## src/sv/pirdp_ram.sv

```systemverilog
// Generic single-port-write, registered-read RAM.
module pirdp_ram #(
  parameter int WIDTH = 32,
  parameter int DEPTH = 16,
  parameter int ADDR_W = (DEPTH > 1) ? $clog2(DEPTH) : 1
) (
  input  logic              clk,
  input  logic              we,
  input  logic [ADDR_W-1:0] waddr,
  input  logic [WIDTH-1:0]  wdata,
  input  logic              re,
  input  logic [ADDR_W-1:0] raddr,
  output logic [WIDTH-1:0]  rdata
);

  logic [WIDTH-1:0] mem [DEPTH];

  always_ff @(posedge clk) begin
    if (we) begin
      mem[waddr] <= wdata;
    end
    if (re) begin
      rdata <= mem[raddr];
    end
  end

endmodule

```

## config.mk

```make
export PLATFORM = sky130hd
export DESIGN_NAME = pirdp_ram
export DESIGN_NICKNAME = d
export VERILOG_FILES = /design/src/sv/pirdp_ram.sv
export SDC_FILE = /design/constraint.sdc
export NUM_CORES = 1
export LEC_CHECK = 0
export ABC_AREA = 1
export BUFFER_PORTS_ARGS = -buffer_cell sky130_fd_sc_hd__buf_2
export CAP_MARGIN = 25
export CORE_ASPECT_RATIO = 0.7
export CORE_UTILIZATION = 65
export DETAILED_ROUTE_END_ITERATION = 8
export PLACE_DENSITY = 0.83
export SETUP_SLACK_MARGIN = 0.4
export SYNTH_ARGS = -nofsm -noshare
export SYNTH_HDL_FRONTEND = slang
export SYNTH_SLANG_ARGS = --single-unit
```

## constraint.sdc

```tcl
create_clock -name clk -period 3.72 [get_ports clk]
set_input_delay 0.558 -clock clk [delete_from_list [all_inputs] [get_ports clk]]
set_output_delay 0.558 -clock clk [all_outputs]
set_load 0.01 [all_outputs]
```

==> metrics list, run 1 <==
- Among the stages of the critical path, the cell type that occurs most often is nand3_1.
* Fraction of the mapped netlist area in adder cells: 0%
- Cells with a size suffix above 1 make up 8.36% of the layout.
- The final hold violation count was 0.
- Maximum clock insertion buffer count: 3
- Horiz. Die Dim: 227 µm
- The clock arrives with 0.0127 ns of skew.
- Counting every sink on the clock net gives 544.
- Post-synthesis async set-or-reset flop share: 0%
- On the worst path, the slowest cell contributes a delay of 0.47 ns.
- Dividing the detail-routed via count by the number of cells gives 5.64.
* Remaining global-route overflow: 0
- The max-slew violation count came to 151.
- Dividing total power by cell area gives a power density of 494 nW/µm².
* Crit end category: flop
- Proportion of total power due to net switching: 21.9%
- For this run, the top clock speed supported by timing is 0.470 GHz.
- For this run, the number of standard cells in the final layout without fillers is 2676.
* Sequential share of the synthesized area: 70.9%
* Number of buffers inserted during clock tree synthesis: 50
- Max-cap violations in this run came to 0.
* Seq pwr share: 55.6%
* Cell types occupying the most area after synthesis: edfxtp_1 (71%), nand2_1 (11%), nand3_1 (8.4%)
* Fraction of synthesized cell area in xor and xnor cells: 0%
* Largest family of logic cells by synthesized area: simple AND/OR/NAND/NOR gates
- The cell sitting at the root of the clock tree is a clkbuf_16.
- Summed over all nets, the half-perimeter wirelength after detailed placement is 26500 µm.
* Share of Yosys cell area claimed by the top area cell type: 70.9%
* Slew at the pin closest to its max-slew limit: 1.63 ns
* # fillers: 2271
- Of the post-synthesis cell area, the part taken by muxes is 0%.
- Buffers placed on the I/O ports in this run total 74.
- Path class of the lowest-slack min-delay path: in -> reg
- Of all cell types, the one taking the most synthesized area is edfxtp_1.
- In this run the worst path has a maximum fanout of 256.
- Floorplan die area: 36200 µm²
- Among all cell types in the netlist, the one instantiated most often is nand2_1.
- The via count of the first global-routing pass was 14500.
- EDFF count, synth: 544
- Switching power summed over all nets: 2.74 mW
- Die Y: 160 µm
- Synth top cells by count: nand2_1 (677), edfxtp_1 (544), inv_1 (388)
- Worst hold path startpoint: wdata[11]
* Peak VDD IR: 0.361 mV
* Number of library cell types mapped by synthesis: 14
- Power Internal: 9.76 mW
* Startpoint Class: input port
- Clock latency reported for the late side of the worst-skew pair: 0.57 ns
- Avg Cell Area, Syn: 10.9 µm²
* Post-DP Area: 23800 µm²
- TritonCTS built the clock tree.
- Entering global routing, the biggest net connects 257 pins.
* Number of standard-cell rows in the floorplan: 57
- Flip-flop cell with the highest count after synthesis: edfxtp_1
* I/O pin count: 75
* Wire length of the first global-routing pass: 80900 µm
- Traced cell by cell, the critical path runs through buf_6 -> buf_12 -> nand2_1 -> nand3_1 -> nand3_1 -> nand3_1 -> nand2_1.
- Clock-pin slew was measured on the worst setup and hold paths at 0.07 ns.
* Launch instance of the worst register-to-register path: mem[5][27]
- Global routing used 29.9% of the available tracks.
* Total number of H-tree levels: 2
* Effective utilization at floorplan: 66.2%
- Slowest-stage cell, CP: buf_12
* Worst Setup SP: raddr[0]
- STA puts the critical path data required time at 4.04 ns.
* Post-Synth Simple-Gate Area: 19.7%
* Share of total power in combinational logic: 6.2%
- After detailed routing, the average wire length per cell comes to 19.9 µm.
- CTS Hold Bufs: 0
* Total instance count after detailed placement: 2589
- In the routed design, unresolved DRC markers number 0.
- The count of nets left with antenna violations once routing finished came out at 0.
* Final total negative setup slack: 0 ns
- In this run, post-CTS repair resized a total of 0 instances.
- Before antenna repair, the detailed router went through 5 iterations.
- Result of the run: finished, violations left
* Iteration-0 DRC Markers: 1712
- The number of antenna violations at the first check in global routing is 3.
- Final wirelength: 53100 µm
* Critical path type: in -> reg
- Number of post-CTS setup repair buffers: 0
- Final worst path period need: 2.13 ns
* Final setup violation count: 0
* CP Buf/Inv Count: 2
- Gate family responsible for the most delay along the worst path: simple AND/OR/NAND/NOR gates
- Cell area after technology mapping: 23100 µm²
* Clock group share of total power: 38.2%
* Nets@finish: 2212
- Total number of yosys warnings: 0
- Routability cong.: 0.825
- Synthesis produced a netlist whose cell count is 2120.
- Area inside the core boundary: 34800 µm²
- The routed layout has 15100 vias.
- Summing the areas of all compound-gate instances in the mapped netlist gives 0% of the synthesized area.
- The finished cells cover 25300 µm².
- Leakage: 10.7 nW
- Number of register bits inferred by synthesis: 544
- Data arrives at the worst endpoint at 2.45 ns.
- Measured against its own limit, the worst slew margin works out to -8.78%.
- Area Growth Syn to Fin: 9.81%
* Violations in the final reports: slew limit
- Syn nets: 2163
- Of the available clock period, the critical path in the final layout requires 57.2%.
* Setup repair after global routing missed its margin: false
cells in the final DEF (no fill, tap or decap), types with 2 or more instances in the layout:
master     netlist  final
buf_12           1     14
buf_2           41     72
buf_4            6     15
bufinv_16        0      2
clkbuf_1        14     12
clkbuf_16        0     51
clkinv_1         0      9
clkinv_2         0      7
diode_2          0      3
edfxtp_1       544    544
inv_1          388    387
inv_6            0      3
nand2_1        677    677
nand3_1        385    385
nand3b_1         2      2
nor2_4           0     16
metrics by stage:
step,util (%),hold WS [ns],power (mW),setup slack [ns]
floorplan,-,0.657,7.55,1.17
global placement,68.5,0.705,7.80,1.35
detailed placement,68.5,0.727,7.83,1.28
CTS,72.7,0.343,12.5,1.88
global route,72.7,0.349,12.8,1.73
finish,72.7,0.359,12.5,1.59
power by group through the flow:
stage	logic, mW	clock network (mW)	registers (mW)
after global routing	0.851	5.03	6.95
after CTS	0.769	4.81	6.95
final	0.779	4.77	6.95
after detailed placement	0.760	0	7.08
after floorplan	0.468	0	7.08
after global placement	0.735	0	7.07
registers in the layout (all words and copies together) (netlist names):
register	flops
rdata	32
mem	512
layer usage:
metal | global-route usage [%] | wire (µm)
met1 | 40.9 | 20700
met2 | 48.5 | 25800
met3 | 4.71 | 4830
met4 | 12.2 | 1770
met5 | 0 | 0
kinds of logic after synthesis:
family | count (synthesis)
buffers and inverters | 495
DFF | 544
and+or+nand+nor | 1081
layout make-up:
type	count	area, µm²	area share (%)
Timing Repair Buffer	102	764	3.02
Antenna cell	3	7.51	0.0297
Multi-Input combinational cell	1081	4670	18.4
Clock inverter	21	154	0.608
Sequential cell	544	16300	64.5
Inverter	390	1470	5.81
Tap cell	472	591	2.33
Clock buffer	63	1320	5.22
final timing paths:
kind,to,slack (ns),cells after the start
hold / removal,mem[11][11],0.36,1
setup / recovery,rdata[31],1.59,7
setup reg to reg,rdata[27],2.49,6
hold reg to reg,rdata[23],0.74,6
(Power assumes the default switching activity.)
==> run 2, diff against run 1 <==
--- a/config.mk
+++ b/config.mk
@@ -5,13 +5,13 @@
 export SDC_FILE = /design/constraint.sdc
 export NUM_CORES = 1
 export LEC_CHECK = 0
-export ABC_AREA = 1
+export ABC_AREA = 0
 export BUFFER_PORTS_ARGS = -buffer_cell sky130_fd_sc_hd__buf_2
 export CAP_MARGIN = 25
 export CORE_ASPECT_RATIO = 0.7
-export CORE_UTILIZATION = 65
+export CORE_UTILIZATION = 55
 export DETAILED_ROUTE_END_ITERATION = 8
-export PLACE_DENSITY = 0.83
+export PLACE_DENSITY = 0.75
 export SETUP_SLACK_MARGIN = 0.4
 export SYNTH_ARGS = -nofsm -noshare
 export SYNTH_HDL_FRONTEND = slang
==> constraint.sdc (replaced) <==
create_clock -name clk -period 1.8 [get_ports clk]
set_input_delay 0.27 -clock clk [delete_from_list [all_inputs] [get_ports clk]]
set_output_delay 0.27 -clock clk [all_outputs]
set_load 0.01 [all_outputs]
==> run 2 against run 1 <==
Compared with the run above:
- the flow now finishes without violations
- wire length is 16% lower
- critical path depth down 4
- via count is 37% lower
- power increased by 110%
- die area is 3.4% higher
- sequential power grew 110%
- global-route usage down 5.2 points
- cell count is 44% lower
==> metrics list, run 2 <==
- Result of the run: completed
* Post-placement worst setup slack: -0.0909 ns (-1.37 ns)
- Max transition margin: 63.2% (+72 points)
- The detailed-routing iteration count for the pre-antenna-repair pass is 5 (unchanged).
- Setup ws final: 0.326 ns (-1.27 ns)
- Routability cong.: 0.706 (-14%)
* Power density cells: 1090 nW/µm² (+120%)
* Top routing layer used: met4
- The cell count after synthesis came to 838 (-60%).
- The global-route wire length before repair is 65400 µm (-19%).
- Fraction of final layout cells sized beyond drive strength 1: 37.8% (+29 points)
- Final wirelength: 44600 µm (-16%)
* Sequential share of the synthesized area: 81.0% (+10 points)
* Final setup violation count: 0 (unchanged)
* Number of library cell types mapped by synthesis: 17 (+3)
* Fraction of the mapped netlist area in adder cells: 0% (unchanged)
* Final worst path period need: 1.47 ns
* Post-DP Area: 22100 µm² (-7.4%)
- The global route total overflow is 0 (unchanged).
* Clock latency reported for the late side of the worst-skew pair: 0.57 ns (about the same)
- Of all cell types, the one taking the most synthesized area is edfxtp_1.
- Wire length on met2: 21600 µm (-16%)
- Fin area: 23800 µm² (-5.9%)
* Startpoint Class: flop
* Total number of H-tree levels: 2 (unchanged)
* Final hold violation count: 0 (unchanged)
- The half-perimeter wire length of the detailed placement result is 23000 µm (-13%).
- Post-DR wirelength/cell: 29.6 µm (+49%)
- GRT Overall Usage: 24.7% (-5.2 points)
- Among cell families on the critical path, the largest total delay comes from multiplexers.
* Flip-flop cell with the highest count after synthesis: edfxtp_1
- The sum of routed wire segments on met1 was 18100 µm (-13%).
- After synthesis, the largest family of logic cells by area is multiplexers.
- The number of cells on the worst reg-to-reg path was 3 (-3).
* Clock net sink count: 544 (unchanged)
- The leakage power total was 7.65 nW (-29%).
* Most instantiated library cell after synthesis: edfxtp_1
- The area share of the largest cell type after synthesis came to 81.0% (+10 points).
- The share of flip-flops with an asynchronous set or reset after synthesis is 0% (unchanged).
* Post-Synth Simple-Gate Area: 1.25% (-18 points)
- The number of post-CTS setup repair buffers was 0 (unchanged).
- Setup repair after global routing could not meet its margin everywhere.
- Post-route antenna net violation count: 0 (unchanged)
- The core region area was 36000 µm² (+3.4%).
* Largest regs: mem x512, rdata x32
- The combined area of all synthesized cells is 20200 µm² (-12%).
* Path class of the lowest-slack min-delay path: in -> reg
- Cell types occupying the most area after synthesis: edfxtp_1 (81%), mux4_2 (14%), a22oi_1 (2.4%)
* Maximum clock insertion buffer count: 3 (unchanged)
* Slew at the pin closest to its max-slew limit: 0.551 ns (-1.08 ns)
- The combinational share of power is 5.6% (-0.6 points).
- Fraction of synthesized cell area in xor and xnor cells: 0% (unchanged)
* Clock tree root buffer cell: clkbuf_16
- Horiz. Die Dim: 231 µm (+1.7%)
- TritonCTS clock tree: built
* Leading cell type in the layout, fill and taps excluded: edfxtp_1
- Most used cells in the layout excluding fill and tap cells: edfxtp_1 (544), mux4_2 (128), buf_2 (68)
* Post-Route Skew: 0.0186 ns (+0.00594 ns)
* Iteration-0 DRC Markers: 1297 (-24%)
- The number of flops mapped to enable cells by yosys came to 544 (unchanged).
- Power Internal: 20.7 mW (+110%)
- The met3 wirelength from detailed routing was 4030 µm (-17%).
- The max-slew violation count is 0 (-100%).
- On the critical path, the stage with the largest delay is an instance of mux4_2.
- Seq pwr share: 55.2% (-0.4 points)
- The number of antenna violations at the first check in global routing came to 1 (-2).
- The net switching share of the total power came to 20.5% (-1.4 points).
- Register containing the most flip-flops in the final layout: mem
- Number of buffers inserted during clock tree synthesis: 48 (-4.0%)
- The total of hold buffers inserted after clock tree synthesis came to 0 (unchanged).
* Clock slew at reported path FFs: 0.06 ns (about the same)
- DRC Markers: 0 (unchanged)
* List of cells traversed by the critical path: mux4_2 -> a22oi_2 -> nand2_2
- Peak VDD IR: 0.940 mV (+160%)
- Switching power summed over all nets: 5.33 mW (+95%)
* Floorplan die area: 37500 µm² (+3.4%)
- The number of flip-flops and latches in the synthesized netlist was 544 (unchanged).
* CP Buf/Inv Count: 0 (-2)
* Number of global-route vias before repair: 9948 (-31%)
- Number of standard-cell rows in the floorplan: 58 (+1.8%)
- CP Max Fanout: 1 (-99.6%)
* Compound-cell area share of the yosys netlist: 2.38% (+2.4 points)
- The highest cell delay on the worst timing path is 0.51 ns (+0.04 ns).
* Critical path type: reg -> reg
- Pin count of the biggest net entering global routing: 33 (-87%)
- Area Growth Syn to Fin: 18.0%
- Ranked by instance count, the synthesized netlist is headed by edfxtp_1 (544), mux4_2 (128), a22oi_1 (64).
- The average size of a mapped cell is 24.1 µm² (+120%).
* Syn nets: 881 (-59%)
- Clock group share of total power: 39.3% (+1.1 points)
* I/O pin count: 75 (unchanged)
* Maximum clock frequency: 0.679 GHz
* Period utilization: 81.9%
* Number of gates on the worst path with buffers counted: 3 (-4)
- The final layout net count was 1027 (-54%).
* Crit end category: flop
* Max Cap Violations: 0 (unchanged)
* Max FFs per register: 512 (unchanged)
* Vias per inst: 6.35 (+13%)
* Required @ worst endpoint: 2.10 ns (-1.94 ns)
- The total vias in the final route came to 9567 (-37%).
* Number of input and output port buffers inserted: 74 (unchanged)
- Crit path DAT: 1.77 ns (-0.68 ns)
* Hold-critical path depth: 1 (unchanged)
- The die height came to 162 µm (+1.7%).
- The share of cell area taken by muxes after synthesis was 14.3% (+14 points).
- Effective utilization at floorplan: 56.0% (-10 points)
* Total number of yosys warnings: 0 (unchanged)
run 2: timing repair:
action                     CTS  global route
resized for setup           17            13
pin swaps                    5             0
setup endpoints to repair   29            44
run 2: through the flow:
stage	setup TNS (ns)	hold WS, ns	total power [mW]	cells	utilization, %
final	0	0.0694	26.0	1506	66.1
after global routing	0	0.0544	26.7	1505	66.1
after CTS	0	0.0446	26.2	1503	65.9
after detailed placement	-1.03	0.653	16.0	1413	61.3
after global placement	-0.662	0.639	16.0	1413	61.3
after floorplan	-12.72	0.369	15.4	838	-
run 2: path summary, 6_finish.rpt:
check	end	slack, ns	startpoint
hold / removal	mem[4][23]	0.07	wdata[23]
setup reg to reg	rdata[4]	0.33	mem[3][4]
setup / recovery	rdata[4]	0.33	mem[3][4]
hold reg to reg	rdata[24]	0.74	mem[7][24]
run 2: cell families after synthesis:
logic type / after synthesis
AOI/OAI and AO/OA: 64
buffers and inverters: 43
muxes: 128
and+or+nand+nor: 59
DFF: 544
run 2: layout make-up:
class | count | area [µm²]
clock buffer | 56 | 1270
clock inverter | 34 | 295
sequential | 544 | 16300
fill | 2275 | 12200
timing repair buffer | 139 | 1380
multi-input combinational | 251 | 3920
antenna | 2 | 5.00
tap | 480 | 601
run 2: routing by layer:
metal	vias to the layer above	track usage [%]
met4	0	6.38
li1	3903	-
met1	5102	36.4
met5	-	1.17
met2	490	38.7
met3	72	4.62
run 2: power groups by stage:
stage                     logic, mW  clock network [mW]  registers, mW
after floorplan               0.750                   0           14.6
after global placement         1.37                   0           14.6
after detailed placement       1.40                   0           14.6
after CTS                      1.44                10.4           14.4
after global routing           1.54                10.8           14.4
final                          1.45                10.2           14.4
run 2: worst register-to-register path, delay by kind of cell (launching register included):
kind | cells | cell delay, ns
flops | 1 | 0.40
compound gates | 1 | 0.19
simple gates | 1 | 0.11
mux | 1 | 0.52
==> run 3, diff against run 2 <==
==> constraint.sdc (replaced) <==
create_clock -name clk -period 1.2 [get_ports clk]
set_input_delay 0.18 -clock clk [delete_from_list [all_inputs] [get_ports clk]]
set_output_delay 0.18 -clock clk [all_outputs]
set_load 0.01 [all_outputs]
==> run 3 against run 2 <==
Compared with the run above:
- the flow now finishes with violations (setup timing)
- wire length is 39% higher
- via count rose by 16%
- power increased by 53%
- largest cell class unchanged
- global-route usage up 5.6 points
- register-to-register slack worse by 0.67 ns
- worst hold slack worse by 0.063 ns
- sequential cell count unchanged
- sequential share of layout area down 7.7 points
- maximum frequency is 4.6% lower
- clock power grew 51%
- final area up 13%
==> metrics list, run 3 (same netlist as run 2, synthesis figures left out) <==
- Result of the run: finished, violations left
- Violations in the final reports: setup timing
- The share of post-route cells with drive strength above 1 was 45.1% (+7.3 points).
- Post-Route Skew: 0.0178 ns (-0.000794 ns)
- The count of standard-cell rows came to 58 (unchanged).
- The placed instance count is 1429 (+1.1%).
* Effective utilization at floorplan: 56.0% (unchanged)
- I/O pin count: 75 (unchanged)
- The diode insertion count for antenna repair came to 0 (-2).
* Register-to-register setup slack: -0.34 ns (-0.67 ns)
- The total vias in the final route came to 11100 (+16%).
- The register with the most flip-flops in the final layout is mem.
- The core region area came to 36000 µm² (unchanged).
* Leakage: 8.91 nW (+16%)
* Most used cells in the layout excluding fill and tap cells: edfxtp_1 (544), mux4_2 (128), buf_12 (79)
- The worst setup path is launched from a flop.
- The average wire length per cell after detail routing came to 37.5 µm (+27%).
- The TritonCTS sink count came to 544 (unchanged).
- The maximum fanout count along the critical path came to 1 (unchanged).
* Antenna violations before repair: 1 (unchanged)
- The count of H-tree levels built during CTS was 2 (unchanged).
- The die height came to 162 µm (unchanged).
- Wire length of the first global-routing pass: 77200 µm (+18%)
- Horiz. Die Dim: 231 µm (unchanged)
- Leading cell type in the layout, fill and taps excluded: edfxtp_1
* Vias per inst: 6.71 (+5.6%)
- Floorplan die area: 37500 µm² (unchanged)
- The via count of the first global-routing pass was 10900 (+9.1%).
- The layer flagged by global routing as most heavily used is met2.
* Maximum clock insertion buffer count: 3 (unchanged)
- R2r endpoint: rdata[2]
- The max-capacitance violation count is 0 (unchanged).
- Critical path type: reg -> reg
* Final hold violation count: 0 (unchanged)
- Largest regs: mem x512, rdata x32
- The number of port buffers came to 74 (unchanged).
- The detailed-routing iteration count for the pre-antenna-repair pass was 5 (unchanged).
* GRT Overall Usage: 30.3% (+5.6 points)
* Number of buffers inserted during clock tree synthesis: 48 (unchanged)
- Hold-critical path depth: 1 (unchanged)
- The met1 capacity usage during global routing came to 42.4% (+6.0 points).
- Compared with the post-synthesis result, the final layout area differs by 33.0%.
- Setup repair after global routing could not meet its margin everywhere.
* Routability cong.: 0.733 (+3.9%)
* Final worst path period need: 1.54 ns (+0.0709 ns)
- TritonCTS built the clock tree.
- The path class of the tightest hold or removal check is in -> reg.
- Worst hold path startpoint: wdata[10]
- Grt met2 use: 46.7% (+8.0 points)
* Worst R2R Path Depth: 3 (unchanged)
- Max transition margin: 42.6% (-21 points)
* Dpl hpwl: 24800 µm (+7.8%)
- Crit path DAT: 1.85 ns (+0.08 ns)
* Routing usage on met3: 9.73% (+5.1 points)
- The number of setup violations in the final report is 90 (+90).
- Power density cells: 1490 nW/µm² (+36%)
- The post-route antenna net violation count came to 0 (unchanged).
- Crit end category: flop
- The number of DRC markers in iteration 0 was 1684 (+30%).
- The global route total overflow was 0 (unchanged).
- Clock slew at reported path FFs: 0.07 ns (about the same)
- The maximum number of pins on one net before global-route repair was 33 (unchanged).
- Slew at the pin closest to its max-slew limit: 0.859 ns (+0.309 ns)
- Setup ws final: -0.345 ns (-0.671 ns)
- Clock tree root buffer cell: clkbuf_16
- The post-route clock period utilization was 129% (+47 points).
- DRC Markers: 0 (unchanged)
* Hold EP: mem[0][10]
* Peak VDD IR: 1.25 mV (+33%)
- The later-pin clock latency in the skew report came to 0.57 ns (about the same).
- Launch instance of the worst register-to-register path: mem[0][2]
- The required arrival time at the worst endpoint is 1.51 ns (-0.59 ns).
- The highest achievable clock rate is 0.647 GHz (-4.6%).
* Finished Layout Cells: 1654 (+9.8%)
- Nets@finish: 1182 (+15%)
- The routed wire length was 62000 µm (+39%).
* Max FFs per register: 512 (unchanged)
- The setup slack after placement is -0.622 ns (-0.531 ns).
- The max-slew violation count came to 0 (unchanged).
## run 3: cell types whose count changed in the layout (fill, tap and decap cells not counted), sizes merged
cell         previous run  this run
dlygate4sd3             0        27
clkinv                 27        17
clkinvlp                2         0
buf                   138       246
clkbuf                 57        84
diode                   2         0
## run 3: area by class of cell
type / count / area, µm²
clock inverters: 22 / 229
well taps: 480 / 601
fillers: 1884 / 9150
repair buffers: 294 / 4360
clock buffers: 63 / 1280
multi-input cells: 251 / 4040
flip-flops and latches: 544 / 16300
## run 3: metal layers
layer / share of wire [%] / wire (µm)
met1: 34 / 21200
met4: 3.2 / 1970
met3: 16 / 10000
met2: 46 / 28800
met5: 0.021 / 13
## run 3: critical path, cell delays in order (launching register included)
cell and delay, ns:
edfxtp_1 0.48, mux4_2 0.56, a22oi_2 0.18, nand2_1 0.07
## run 3: through the flow
stage	utilization [%]	TNS [ns]	hold WS [ns]	total power [mW]	instance area, µm²
after floorplan	-	-179.21	0.279	23.1	20500
after global placement	62.1	-165.73	0.550	24.0	22300
after detailed placement	62.1	-176.71	0.564	24.1	22300
after CTS	71.9	-8.44	0.00210	39.3	25900
after global routing	74.6	-11.63	0.00920	40.6	26800
final	74.6	-9.81	0.00648	39.9	26800
## run 3: how the worst max path moves through the flow
stage,from,end,slack (ns),depth (start not counted)
finish,mem[0][2],rdata[2],-0.34,3
floorplan,waddr[2],mem[0][0],-0.69,2
global route,mem[3][13],rdata[13],-0.37,3
CTS,mem[3][6],rdata[6],-0.23,3
global placement,raddr[0],rdata[11],-0.62,6
detailed placement,raddr[0],rdata[11],-0.62,6
## run 3: what timing repair did
| item | CTS | global route |
|---|---|---|
| pin swaps | 15 | 8 |
| setup endpoints to repair | 560 | 576 |
| hold buffers | 27 | 0 |
| gates cloned | 30 | 25 |
| resized for setup | 101 | 54 |
| buffers inserted | 47 | 11 |
| endpoints found under the hold margin | 401 | 0 |
## run 3: report_power, final
part           internal [mW]  leakage [nW]  switching, mW
Sequential              21.4          4.94          0.163
Combinational           1.35          3.23           1.51
Clock                   8.57         0.739           6.87
